`src/sv/bdq_pkg.sv`:
```
`timescale 1ns / 1ps
`default_nettype none
// ----------------------------------------------------------------------------
// bdq_pkg
// Types and codes shared by the bounded deque and its cell chains.
// ----------------------------------------------------------------------------
package bdq_pkg;

	localparam int VALUE_W = 32;
	localparam int ITEM_COUNT_W = 5;

	typedef enum logic [2:0] {
		ACT_PUSH_FRONT = 3'd0,
		ACT_PUSH_BACK  = 3'd1,
		ACT_POP_FRONT  = 3'd2,
		ACT_POP_BACK   = 3'd3,
		ACT_CLEAR      = 3'd4
	} bdq_action_t;

	typedef enum logic [1:0] {
		FAULT_OK    = 2'd0,
		FAULT_EMPTY = 2'd1,
		FAULT_FULL  = 2'd2
	} bdq_fault_t;

	typedef logic signed [VALUE_W-1:0] bdq_value_t;

	typedef struct packed {
		logic [2:0] action;
		bdq_value_t push_value;
	} bdq_req_t;

	typedef struct packed {
		bdq_value_t              front_value;
		bdq_value_t              back_value;
		logic [ITEM_COUNT_W-1:0] item_count;
		logic [1:0]              fault;
	} bdq_rsp_t;

	// Per-transfer command to one chain of cells
	typedef struct packed {
		logic shift_right;
		logic shift_left;
		logic write_tail;
	} bdq_ctl_t;

endpackage
`default_nettype wire

```
`src/sv/bounded_deque.sv`:
```
`timescale 1ns / 1ps
`default_nettype none
// ----------------------------------------------------------------------------
// bounded_deque
// Bounded double-ended queue of signed 32-bit values in two rows of cells.
// ----------------------------------------------------------------------------
// Usage:
//   req channel (req_valid/req_stall/req) carries an action and a push value;
//   rsp channel (rsp_valid/rsp_stall/rsp) returns one result per request:
//   front and back values after the operation, entry count and fault code.
//   A request is applied on the cycle it transfers and its result sits in the
//   output register from the next cycle; one request per cycle is sustained
//   while no stalled result is pending. The rate is set by the cell rows and
//   the count register, which both update on each transfer.
//   Storage is two chains of DEPTH cells: one ordered front-to-back, one
//   back-to-front, so both ends are always read from cell 0 of a chain.
//   Pop on empty reports fault 1, push on full reports fault 2; neither
//   changes the contents. Front and back read as zero when empty.
//   Reset empties the queue and drops any pending result; cell contents are
//   not cleared. While rsp_stall holds a pending result, req_stall is raised
//   and the result is held unchanged.
// ----------------------------------------------------------------------------
module bounded_deque #(
	parameter int DEPTH = 16
) (
	input  wire                 clk,
	input  wire                 arst_n,
	input  wire                 req_valid,
	output logic                req_stall,
	input  wire bdq_pkg::bdq_req_t  req,
	output logic                rsp_valid,
	input  wire                 rsp_stall,
	output bdq_pkg::bdq_rsp_t       rsp
);
	import bdq_pkg::*;

	localparam int CW = $clog2(DEPTH + 1);

	logic          rsp_valid_q;
	bdq_rsp_t      rsp_q;
	logic [CW-1:0] count_q;
	logic [CW-1:0] count_next;
	logic          xfer;
	logic          full;
	logic          empty;
	bdq_ctl_t      fwd_ctl;
	bdq_ctl_t      rev_ctl;
	bdq_value_t    front_next;
	bdq_value_t    back_next;
	logic [1:0]    fault;

	assign req_stall = rsp_valid_q && rsp_stall;
	assign xfer      = req_valid && !req_stall;
	assign full      = (count_q == CW'(DEPTH));
	assign empty     = (count_q == '0);

	always_comb begin
		fwd_ctl    = '0;
		rev_ctl    = '0;
		count_next = count_q;
		fault      = FAULT_OK;
		case (req.action)
			ACT_PUSH_FRONT: begin
				if (full) begin
					fault = FAULT_FULL;
				end else begin
					fwd_ctl.shift_right = xfer;
					rev_ctl.write_tail  = xfer;
					count_next          = count_q + CW'(1);
				end
			end
			ACT_PUSH_BACK: begin
				if (full) begin
					fault = FAULT_FULL;
				end else begin
					fwd_ctl.write_tail  = xfer;
					rev_ctl.shift_right = xfer;
					count_next          = count_q + CW'(1);
				end
			end
			ACT_POP_FRONT: begin
				if (empty) begin
					fault = FAULT_EMPTY;
				end else begin
					fwd_ctl.shift_left = xfer;
					count_next         = count_q - CW'(1);
				end
			end
			ACT_POP_BACK: begin
				if (empty) begin
					fault = FAULT_EMPTY;
				end else begin
					rev_ctl.shift_left = xfer;
					count_next         = count_q - CW'(1);
				end
			end
			ACT_CLEAR: begin
				count_next = '0;
			end
			default: begin
			end
		endcase
	end

	bdq_chain #(.DEPTH(DEPTH), .CW(CW)) u_fwd (
		.clk        (clk),
		.ctl        (fwd_ctl),
		.count_q    (count_q),
		.push_value (req.push_value),
		.head_next  (front_next)
	);

	bdq_chain #(.DEPTH(DEPTH), .CW(CW)) u_rev (
		.clk        (clk),
		.ctl        (rev_ctl),
		.count_q    (count_q),
		.push_value (req.push_value),
		.head_next  (back_next)
	);

	always_ff @(posedge clk or negedge arst_n) begin
		if (!arst_n) begin
			count_q     <= '0;
			rsp_valid_q <= 1'b0;
		end else begin
			if (xfer) begin
				count_q     <= count_next;
				rsp_valid_q <= 1'b1;
			end else if (!rsp_stall) begin
				rsp_valid_q <= 1'b0;
			end
		end
	end

	// Capture the post-operation view; gate the ends when nothing is stored
	always_ff @(posedge clk) begin
		if (xfer) begin
			rsp_q.front_value <= (count_next == '0) ? '0 : front_next;
			rsp_q.back_value  <= (count_next == '0) ? '0 : back_next;
			rsp_q.item_count  <= ITEM_COUNT_W'(count_next);
			rsp_q.fault       <= fault;
		end
	end

	assign rsp_valid = rsp_valid_q;
	assign rsp       = rsp_q;

endmodule
`default_nettype wire

```
`src/sv/bdq_cell.sv`:
```
`timescale 1ns / 1ps
`default_nettype none
// ----------------------------------------------------------------------------
// bdq_cell
// One storage cell: takes a neighbour's value on a shift, or the pushed value
// when it is the tail slot being written.
// ----------------------------------------------------------------------------
module bdq_cell (
	input  wire                 clk,
	input  wire bdq_pkg::bdq_ctl_t  ctl,
	input  wire                 write_here,
	input  wire bdq_pkg::bdq_value_t left_in,
	input  wire bdq_pkg::bdq_value_t right_in,
	input  wire bdq_pkg::bdq_value_t push_value,
	output bdq_pkg::bdq_value_t      data_next,
	output bdq_pkg::bdq_value_t      data_q
);
	import bdq_pkg::*;

	always_comb begin
		data_next = data_q;
		if (ctl.shift_right) begin
			data_next = left_in;
		end else if (ctl.shift_left) begin
			data_next = right_in;
		end else if (write_here) begin
			data_next = push_value;
		end
	end

	always_ff @(posedge clk) begin
		data_q <= data_next;
	end

endmodule
`default_nettype wire

```
`src/sv/bdq_chain.sv`:
```
`timescale 1ns / 1ps
`default_nettype none
// ----------------------------------------------------------------------------
// bdq_chain
// Row of cells holding the queue in order from one end; cell 0 is the head.
// Shift right inserts at the head, shift left drops the head, a tail write
// lands in the cell whose index equals the entry count.
// ----------------------------------------------------------------------------
module bdq_chain #(
	parameter int DEPTH = 16,
	parameter int CW    = $clog2(DEPTH + 1)
) (
	input  wire                 clk,
	input  wire bdq_pkg::bdq_ctl_t  ctl,
	input  wire [CW-1:0]        count_q,
	input  wire bdq_pkg::bdq_value_t push_value,
	output bdq_pkg::bdq_value_t      head_next
);
	import bdq_pkg::*;

	bdq_value_t data_q    [DEPTH];
	bdq_value_t data_next [DEPTH];

	for (genvar i = 0; i < DEPTH; i++) begin : g_cell
		bdq_value_t left_in;
		bdq_value_t right_in;
		logic       write_here;

		if (i == 0) begin : g_head
			assign left_in = push_value;
		end else begin : g_body
			assign left_in = data_q[i-1];
		end

		if (i == DEPTH - 1) begin : g_last
			assign right_in = '0;
		end else begin : g_inner
			assign right_in = data_q[i+1];
		end

		assign write_here = ctl.write_tail && (count_q == CW'(i));

		bdq_cell u_cell (
			.clk        (clk),
			.ctl        (ctl),
			.write_here (write_here),
			.left_in    (left_in),
			.right_in   (right_in),
			.push_value (push_value),
			.data_next  (data_next[i]),
			.data_q     (data_q[i])
		);
	end

	assign head_next = data_next[0];

endmodule
`default_nettype wire

```
`config.mk`:
```
export PLATFORM = sky130hd
export DESIGN_NAME = bounded_deque
export DESIGN_NICKNAME = d
export VERILOG_FILES = /design/src/sv/bdq_pkg.sv /design/src/sv/bounded_deque.sv /design/src/sv/bdq_cell.sv /design/src/sv/bdq_chain.sv
export SDC_FILE = /design/constraint.sdc
export NUM_CORES = 1
export LEC_CHECK = 0
export BUFFER_PORTS_ARGS = -buffer_cell sky130_fd_sc_hd__buf_2
export CORE_ASPECT_RATIO = 1.4
export CORE_MARGIN = 5
export CORE_UTILIZATION = 35
export CTS_BUF_LIST = sky130_fd_sc_hd__clkbuf_4
export CTS_CLUSTER_DIAMETER = 150
export DETAILED_ROUTE_END_ITERATION = 8
export PLACE_DENSITY = 0.5
export RECOVER_POWER = 50
export SETUP_SLACK_MARGIN = 0.4
export SLEW_MARGIN = 0
export SYNTH_ARGS = -nofsm -noshare
export SYNTH_HDL_FRONTEND = slang
export SYNTH_HIERARCHICAL = 1
export SYNTH_SLANG_ARGS = --single-unit
```
`constraint.sdc`:
```
create_clock -name clk -period 8.2 [get_ports clk]
set_input_delay 0.82 -clock clk [delete_from_list [all_inputs] [get_ports clk]]
set_output_delay 0.82 -clock clk [all_outputs]
set_load 0.02 [all_outputs]
```
# Word level (Yosys, flattened, before mapping)
# Cells that the tools add are included.
[totals] reg_bits=1101 elab_cells=241
[classes] eq_ne=21 muxes=110 n_reduce_logical=70 add_sub_neg=2
[ops] op="32-bit 2-to-1 mux" count=96
[ops] op="3-bit nonzero test" count=30
[ops] op="5-bit by 4-bit == test with 1-bit output, second input constant" count=8
[ops] op="1-bit logical AND" count=34
[ops] op="5-bit by 3-bit == test with 1-bit output, second input constant" count=4
[ops] op="5-bit case mux with 3 select lines" count=1
[ops] op="5-bit by 2-bit == test with 1-bit output, second input constant" count=2
[ops] op="5-bit logical NOT" count=2
[ops] op="5-bit 2-to-1 mux" count=2
[ops] op="1-bit 2-to-1 mux" count=9
[ops] op="3-bit by 2-bit == test with 1-bit output, second input constant" count=2
[ops] op="5-bit by 1-bit adder with 5-bit output, second input constant" count=1
[ops] op="5-bit by 1-bit == test with 1-bit output, second input constant" count=1
[ops] op="5-bit == test, second input constant" count=1
[ops] op="5-bit by 1-bit subtractor with 5-bit output, second input constant" count=1
[ops] op="2-bit case mux with 2 select lines" count=1
[ops] op="2-bit OR reduction" count=2
[ops] op="3-bit by 1-bit == test with 1-bit output, second input constant" count=1
[ops] op="3-bit == test, second input constant" count=1
[ops] op="3-bit logical NOT" count=1
[ops] op="2-bit 2-to-1 mux" count=1
[ops] op="2-bit by 1-bit inequality test with 1-bit output, second input constant" count=1
[ops] op="1-bit logical NOT" count=1

# Longest topological paths before layout
# Gate-level depths: netlist (run 1).
[logic_depth] ltp_word=9 ltp_mapped=12 depth_no_buf=10

# Cells and area by module
# The synthesis (run 1) kept the hierarchy.
[by_module_without_submodules] mod="bdq_cell" seq_area_each_um2=640.6 cells_per_inst=178 n_inst=32 area_per_inst_um2=1944.4
[by_module_without_submodules] mod="bounded_deque" seq_area_each_um2=2282.2 cells_per_inst=224 n_inst=1 area_per_inst_um2=3290.7
[by_module_without_submodules] mod="bdq_chain" seq_area_each_um2=0.0 cells_per_inst=24 n_inst=2 area_per_inst_um2=135.1

# Least setup slack after synthesis (run 1)
# OpenSTA, ideal clock, no wires.
[synth_timing] path_type="input -> register" startpoint="input req[33] (netlist name)" endpoint="register rsp_q (netlist bit rsp[39]), data pin" required_ns=8.046 cell_stages=8 setup_time_ns=0.154 t_arrival_ns=7.008 slack_ns=1.038 cell_sequence="clkbuf_1 -> nand2b_1 -> nand2b_1 -> nor3_1 -> nor2_2 -> buf_4 -> a211oi_2 -> a21boi_0"
[synth_rtl] item="start: declaration" line_no="bounded_deque.sv:30" rtl="input wire bdq_pkg::bdq_req_t req,"
[synth_rtl] item="end: declaration" line_no="bounded_deque.sv:40" rtl="bdq_rsp_t rsp_q;"

==> results.py, run 1 <==
metrics = {
    "synth": {
        "yosysWarnings": 6,
        "async_reset_ff_share_pct": 0.545,
        "netlist_area_um2": 65800,
        "synth_edf_count": 71,
        "synth_cells": 5968,
        "syn_area_per_cell_um2": 11.0,
        "synthFlopType": "dfxtp_1",
        "yosysSeqAreaShare_pct": 34.6,
        "ys_ff_latch": 1101,
        "yosysUniqueCellTypes": 49,
    },
    "run": {
        "cap_violations": 12,
    },
    "floorplanning": {
        "core_area_um2": 187000,
        "dieArea_um2": 197000,
        "initial_core_util_pct": 35.1,
        "num_rows": 188,
        "die_x_um": 376,
        "die_h_um": 523,
        "io_pins": 112,
    },
    "clock_network": {
        "cts-root-buf": "clkbuf_4",
        "cts_setup_buffers": 0,
        "insertion_delay_ps": 1250,
        "ctsResizeCount": 0,
        "worst_setup_hold_path_clk_slew_ps": 60,
        "cts_hold_buf": 8,
        "cts_tree": "built",
        "cts_htree_levels": 5,
        "cts_buffers": 314,
        "clk_path_buf_depth": 4,
        "cts.sinks": 1101,
    },
    "placement": {
        "dp_cells": 8131,
        "postPlaceCellArea_um2": 66200,
        "port_buffers": 111,
        "hpwl_um": 97200,
        "place.gp.congestion": 0.709,
        "place_ws_ps": 2810,
    },
    "sta": {
        "max_freq_mhz": 153,
        "maxSlewViolCount": 593,
        "worst_pin_slew_ps": 3390,
        "finalHoldViolCount": 0,
        "setup_violations": 0,
        "holdWs_ps": 188,
        "setup_ws_ps": 1670,
        "slew_headroom_pct": -127,
        "setup_tns_ps": 0,
        "clock_skew_ps": 50.0,
        "grt_setup_unrepaired": "false",
        "period_share_pct": 79.6,
        "layout_min_cycle_time_ps": 6530,
    },
    "critical_path": {
        "startpoint_type": "flip-flop",
        "endpoint_kind": "flip-flop",
        "rrSetupSlack_ps": 1670,
        "r2r_cells": 9,
        "cp.required_ps": 9300,
        "cp_max_fo": 195,
        "r2r_start": "count_q[1]$_DFFE_PN0P_",
        "path_class": "flip-flop to flip-flop",
        "startpoint": "count_q[1]$_DFFE_PN0P_",
        "crit_arrival_ps": 7630,
        "r2r_end": "u_rev/g_cell[12].u_cell/data_q[24]$_DFF_P_",
    },
    "global_routing": {
        "grt_pass1_vias": 44271,
        "antenna_found_initial": 17,
        "grt_overflow": 0,
        "grt_max_degree": 238,
        "grt_pass1_wl_um": 265000,
        "grt.total_usage_pct": 16.3,
    },
    "outcome": {
        "status": "finished with violations",
        "violations": "capacitance limit, slew limit",
    },
    "hold_path": {
        "hp-class": "input port to flip-flop",
        "min_to": "rsp[0]$_DFFE_PP_",
        "hold_start": "req[34]",
        "whs_path_depth": 3,
    },
    "final_layout": {
        "layoutNonFillerInstCount": 8693,
        "utilization_pct": 36.9,
        "final_cell_mix": "1024 x mux2i_1, 1024 x nor3b_1, 1024 x dfxtp_1",
        "final_area_um2": 69200,
        "area_growth_pct": 5.13,
        "layout-drive-gt1-share_pct": 24.4,
        "nets": 6026,
    },
    "pwr": {
        "p_leak_nw": 20.5,
        "p_total_mw": 21.0,
        "irDropWorstVdd_v": 0.000128,
        "p_per_area_nw_per_um2": 303,
    },
    "drt": {
        "first_iter_violations": 2886,
        "wl_per_cell_um": 19.0,
        "wirelength_um": 166000,
        "vias": 43821,
        "route.detailed.drc": 0,
        "drt-pass1-iter-count": 5,
        "ant_nets": 0,
        "vias_per_cell": 5.04,
    },
}
## cells by family (layout without fill, tap and decap cells)
kind of cell	count (synthesis)	count (layout)	share of synthesized area, %
and+or+nand+nor	2132	2132	22.2
muxes	1029	1029	15.7
xor gates and xnor gates	1	1	0.0133
AOI/OAI and AO/OA	1103	1103	20.2
DFF	1101	1101	34.6
adders and majority gates	2	2	0.0380
other	2	83	0.0114
buffers and inverters	598	772	7.26
## synth_stat cells (4+ instances only)
library cell	n	share of area (%)
mux2i_1	1025	16
dfxtp_1	1024	31
nor3b_1	1024	12
nor2b_1	995	9.5
a211oi_2	992	19
clkbuf_1	200	1.1
buf_2	98	0.75
buf_12	96	2.9
buf_4	96	1.1
edfxtp_1	71	3.2
buf_6	64	1.1
a21boi_0	53	0.60
inv_1	36	0.21
a221oi_1	33	0.44
nor2_2	32	0.30
nor2_1	30	0.17
a21boi_1	11	0.13
nand2_1	10	0.057
nor3_1	10	0.076
nand2b_1	8	0.076
o21ai_0	8	0.061
clkbuf_2	6	0.046
dfrtp_1	6	0.23
mux2_2	4	0.068
nand4bb_1	4	0.068
## critical path, cell delays in order (launching register included)
cell and delay [ps]:
dfrtp_1 1000, inv_1 210, ha_1 320, and4bb_2 280, nand2b_1 210, nor2_1 1520
buf_12 510, clkbuf_2 1480, nor2b_1 400, a211oi_2 70
## sequential cells by signal, summed over array words and instances, names as in the netlist
name	count
rsp_valid	1
u_fwd/g_cell.u_cell/data_q	512
count_q	5
u_rev/g_cell.u_cell/data_q	512
rsp	71
## worst max-delay path by stage
stage | to | slack (ps)
3_5_place_dp | rsp[36]$_SDFFCE_PN0P_ | 2810
2_1_floorplan | rsp[39]$_SDFFCE_PN0P_ | 1040
6_report | u_rev/g_cell[12].u_cell/data_q[24]$_DFF_P_ | 1670
4_1_cts | rsp[36]$_SDFFCE_PN0P_ | 2810
5_1_grt | u_rev/g_cell[12].u_cell/data_q[25]$_DFF_P_ | 1240
3_3_place_gp | rsp[36]$_SDFFCE_PN0P_ | 2900
## routing by layer
| metal | track usage (%) | vias up | wire length [µm] |
|---|---|---|---|
| met5 | 0 | - | 108 |
| met4 | 5.30 | 16 | 4500 |
| met3 | 3.13 | 270 | 6900 |
| met2 | 22.5 | 818 | 65200 |
| met1 | 24.9 | 20568 | 88900 |
| li1 | - | 22149 | - |
## report_power, final
part,internal [mW],switching (mW),total (mW)
clock network,2.74,2.39,5.13
logic,3.17,2.39,5.56
registers,8.16,2.10,10.3
total,14.1,6.88,21.0
## layout make-up
class                   instances  area (µm²)
flip-flops and latches       1101       22800
inverters                      37         140
multi-input cells            4331       37900
repair buffers                200        1270
clock inverters                41         180
diodes                         19        47.5
clock buffers                 494        3710
fillers                     18852      118000
well taps                    2470        3090
(Power assumes the default switching activity.)
==> run 2: changes to the inputs <==
==> constraint.sdc (replaced) <==
create_clock -name clk -period 6.76 [get_ports clk]
set_input_delay 0.676 -clock clk [delete_from_list [all_inputs] [get_ports clk]]
set_output_delay 0.676 -clock clk [all_outputs]
set_load 0.02 [all_outputs]
==> run 2 against run 1 <==
The run still ends with capacitance limit, slew limit left. Worst hold slack got worse by 17 ps. Wire length barely moved. Maximum frequency rose by 14%. Final area fell by 0.48%. Sequential cell count did not move. Sequential power rose by 20%. Combinational power rose by 21%. Clock power rose by 20%. Sequential share of layout area rose by 0.16 points. First-iteration DRC count fell by 4.1%. Critical path depth rose by 2.
==> results.py, run 2 (same netlist as run 1, synthesis figures left out) <==
metrics = {
    "floorplanning": {
        "die_h_um": 523,
        "io_pins": 112,
        "initial_core_util_pct": 35.1,
        "dieArea_um2": 197000,
        "core_area_um2": 187000,
        "num_rows": 188,
        "die_x_um": 376,
    },
    "pwr": {
        "p_per_area_nw_per_um2": 367,
        "irDropWorstVdd_v": 0.000130,
        "p_leak_nw": 20.4,
        "p_total_mw": 25.2,
    },
    "critical_path": {
        "path_class": "flip-flop to flip-flop",
        "cp_max_fo": 19,
        "endpoint_kind": "flip-flop",
        "startpoint_type": "flip-flop",
        "rrSetupSlack_ps": 1050,
        "crit_arrival_ps": 6390,
        "r2r_end": "rsp[32]$_SDFFCE_PN0P_",
        "startpoint": "count_q[1]$_DFFE_PN0P_",
        "r2r_start": "count_q[1]$_DFFE_PN0P_",
        "cp.required_ps": 7440,
        "r2r_cells": 11,
    },
    "hold_path": {
        "min_to": "count_q[0]$_DFFE_PN0P_",
        "hold_start": "req[34]",
        "whs_path_depth": 4,
        "hp-class": "input port to flip-flop",
    },
    "outcome": {
        "violations": "capacitance limit, slew limit",
        "status": "finished with violations",
    },
    "placement": {
        "port_buffers": 111,
        "dp_cells": 8135,
        "postPlaceCellArea_um2": 66200,
        "hpwl_um": 98700,
        "place.gp.congestion": 0.730,
    },
    "clock_network": {
        "cts_setup_buffers": 0,
        "cts_buffers": 305,
        "worst_setup_hold_path_clk_slew_ps": 80,
        "cts_hold_buf": 7,
        "cts_htree_levels": 5,
        "cts-root-buf": "clkbuf_4",
        "clk_path_buf_depth": 4,
        "ctsResizeCount": 0,
        "insertion_delay_ps": 1080,
        "cts_tree": "built",
        "cts.sinks": 1101,
    },
    "final_layout": {
        "area_growth_pct": 4.62,
        "final_cell_mix": "1024 x mux2i_1, 1024 x nor3b_1, 1024 x dfxtp_1",
        "final_area_um2": 68800,
        "fillers": 18844,
        "layoutNonFillerInstCount": 8660,
        "nets": 6020,
        "layout-drive-gt1-share_pct": 23.7,
    },
    "sta": {
        "worst_pin_slew_ps": 4060,
        "max_freq_mhz": 175,
        "maxSlewViolCount": 414,
        "setup_tns_ps": 0,
        "clock_skew_ps": 48.8,
        "slew_headroom_pct": -171,
        "period_share_pct": 84.5,
        "layout_min_cycle_time_ps": 5710,
        "setup_violations": 0,
        "grt_setup_unrepaired": "false",
        "finalHoldViolCount": 0,
    },
    "global_routing": {
        "grt_overflow": 0,
        "met1_usage_pct": 24.8,
        "grt_pass1_vias": 43417,
        "top_usage_layer": "met1",
        "grt_pass1_wl_um": 263000,
        "grt.total_usage_pct": 16.1,
        "grtUsageMet3_pct": 3.03,
        "grt_max_degree": 263,
        "met2_usage_pct": 22.1,
        "antenna_found_initial": 17,
    },
    "drt": {
        "wl_per_cell_um": 19.1,
        "first_iter_violations": 2767,
        "vias_per_cell": 5.02,
        "drt-pass1-iter-count": 5,
        "ant_nets": 0,
        "wirelength_um": 166000,
        "route.detailed.drc": 0,
        "vias": 43431,
    },
    "run": {
        "cap_violations": 11,
    },
}
run 2: metal layers:
layer,vias to the layer above,part of all wire (%)
li1,22063,-
met1,20307,53
met2,789,39
met3,252,4.4
met4,20,3.3
met5,-,0.071
run 2: worst max-delay path, stage by stage (launching register included):
cell      delay [ps]
dfrtp_1          900
inv_1            200
ha_1             310
and4bb_2         280
nand2b_1         180
nor3_1           500
or4b_4           600
nor3_2          1330
buf_4            480
mux2i_1          250
a211oi_2         100
a21boi_0         160
run 2: metrics by stage:
step / hold slack (ps) / util [%] / setup WS [ps]
4_1_cts: 15.5 / 37.4 / 1320
3_5_place_dp: 470 / 35.4 / 1380
3_3_place_gp: 467 / 35.4 / 1550
6_report: 171 / 36.8 / 1050
5_1_grt: 86.9 / 36.8 / 549
2_1_floorplan: 380 / - / 811
run 2: worst max path at each step:
stage                                                      to  slack [ps]  depth (start not counted)
floorplan                               rsp[31]$_SDFFCE_PN0P_         810                          9
global placement    u_rev/g_cell[7].u_cell/data_q[22]$_DFF_P_        1550                         10
detailed placement  u_rev/g_cell[7].u_cell/data_q[22]$_DFF_P_        1380                         10
CTS                  u_rev/g_cell[7].u_cell/data_q[3]$_DFF_P_        1320                         10
global route                            rsp[33]$_SDFFCE_PN0P_         550                         11
finish                                  rsp[32]$_SDFFCE_PN0P_        1050                         11
run 2: cell type report:
type / count / area (µm²) / share of cell area, %
clock inverter: 38 / 226 / 0.329
multi-input combinational: 4331 / 37800 / 54.9
sequential: 1101 / 22800 / 33.1
tap: 2470 / 3090 / 4.49
inverter: 37 / 140 / 0.204
clock buffer: 470 / 3530 / 5.13
antenna: 10 / 25.0 / 0.0364
timing repair buffer: 203 / 1240 / 1.80
run 2: report_power, final:
group          internal (mW)  switching (mW)  total (mW)
clock                   3.25            2.90        6.15
sequential              9.89            2.49        12.4
combinational           3.80            2.91        6.71
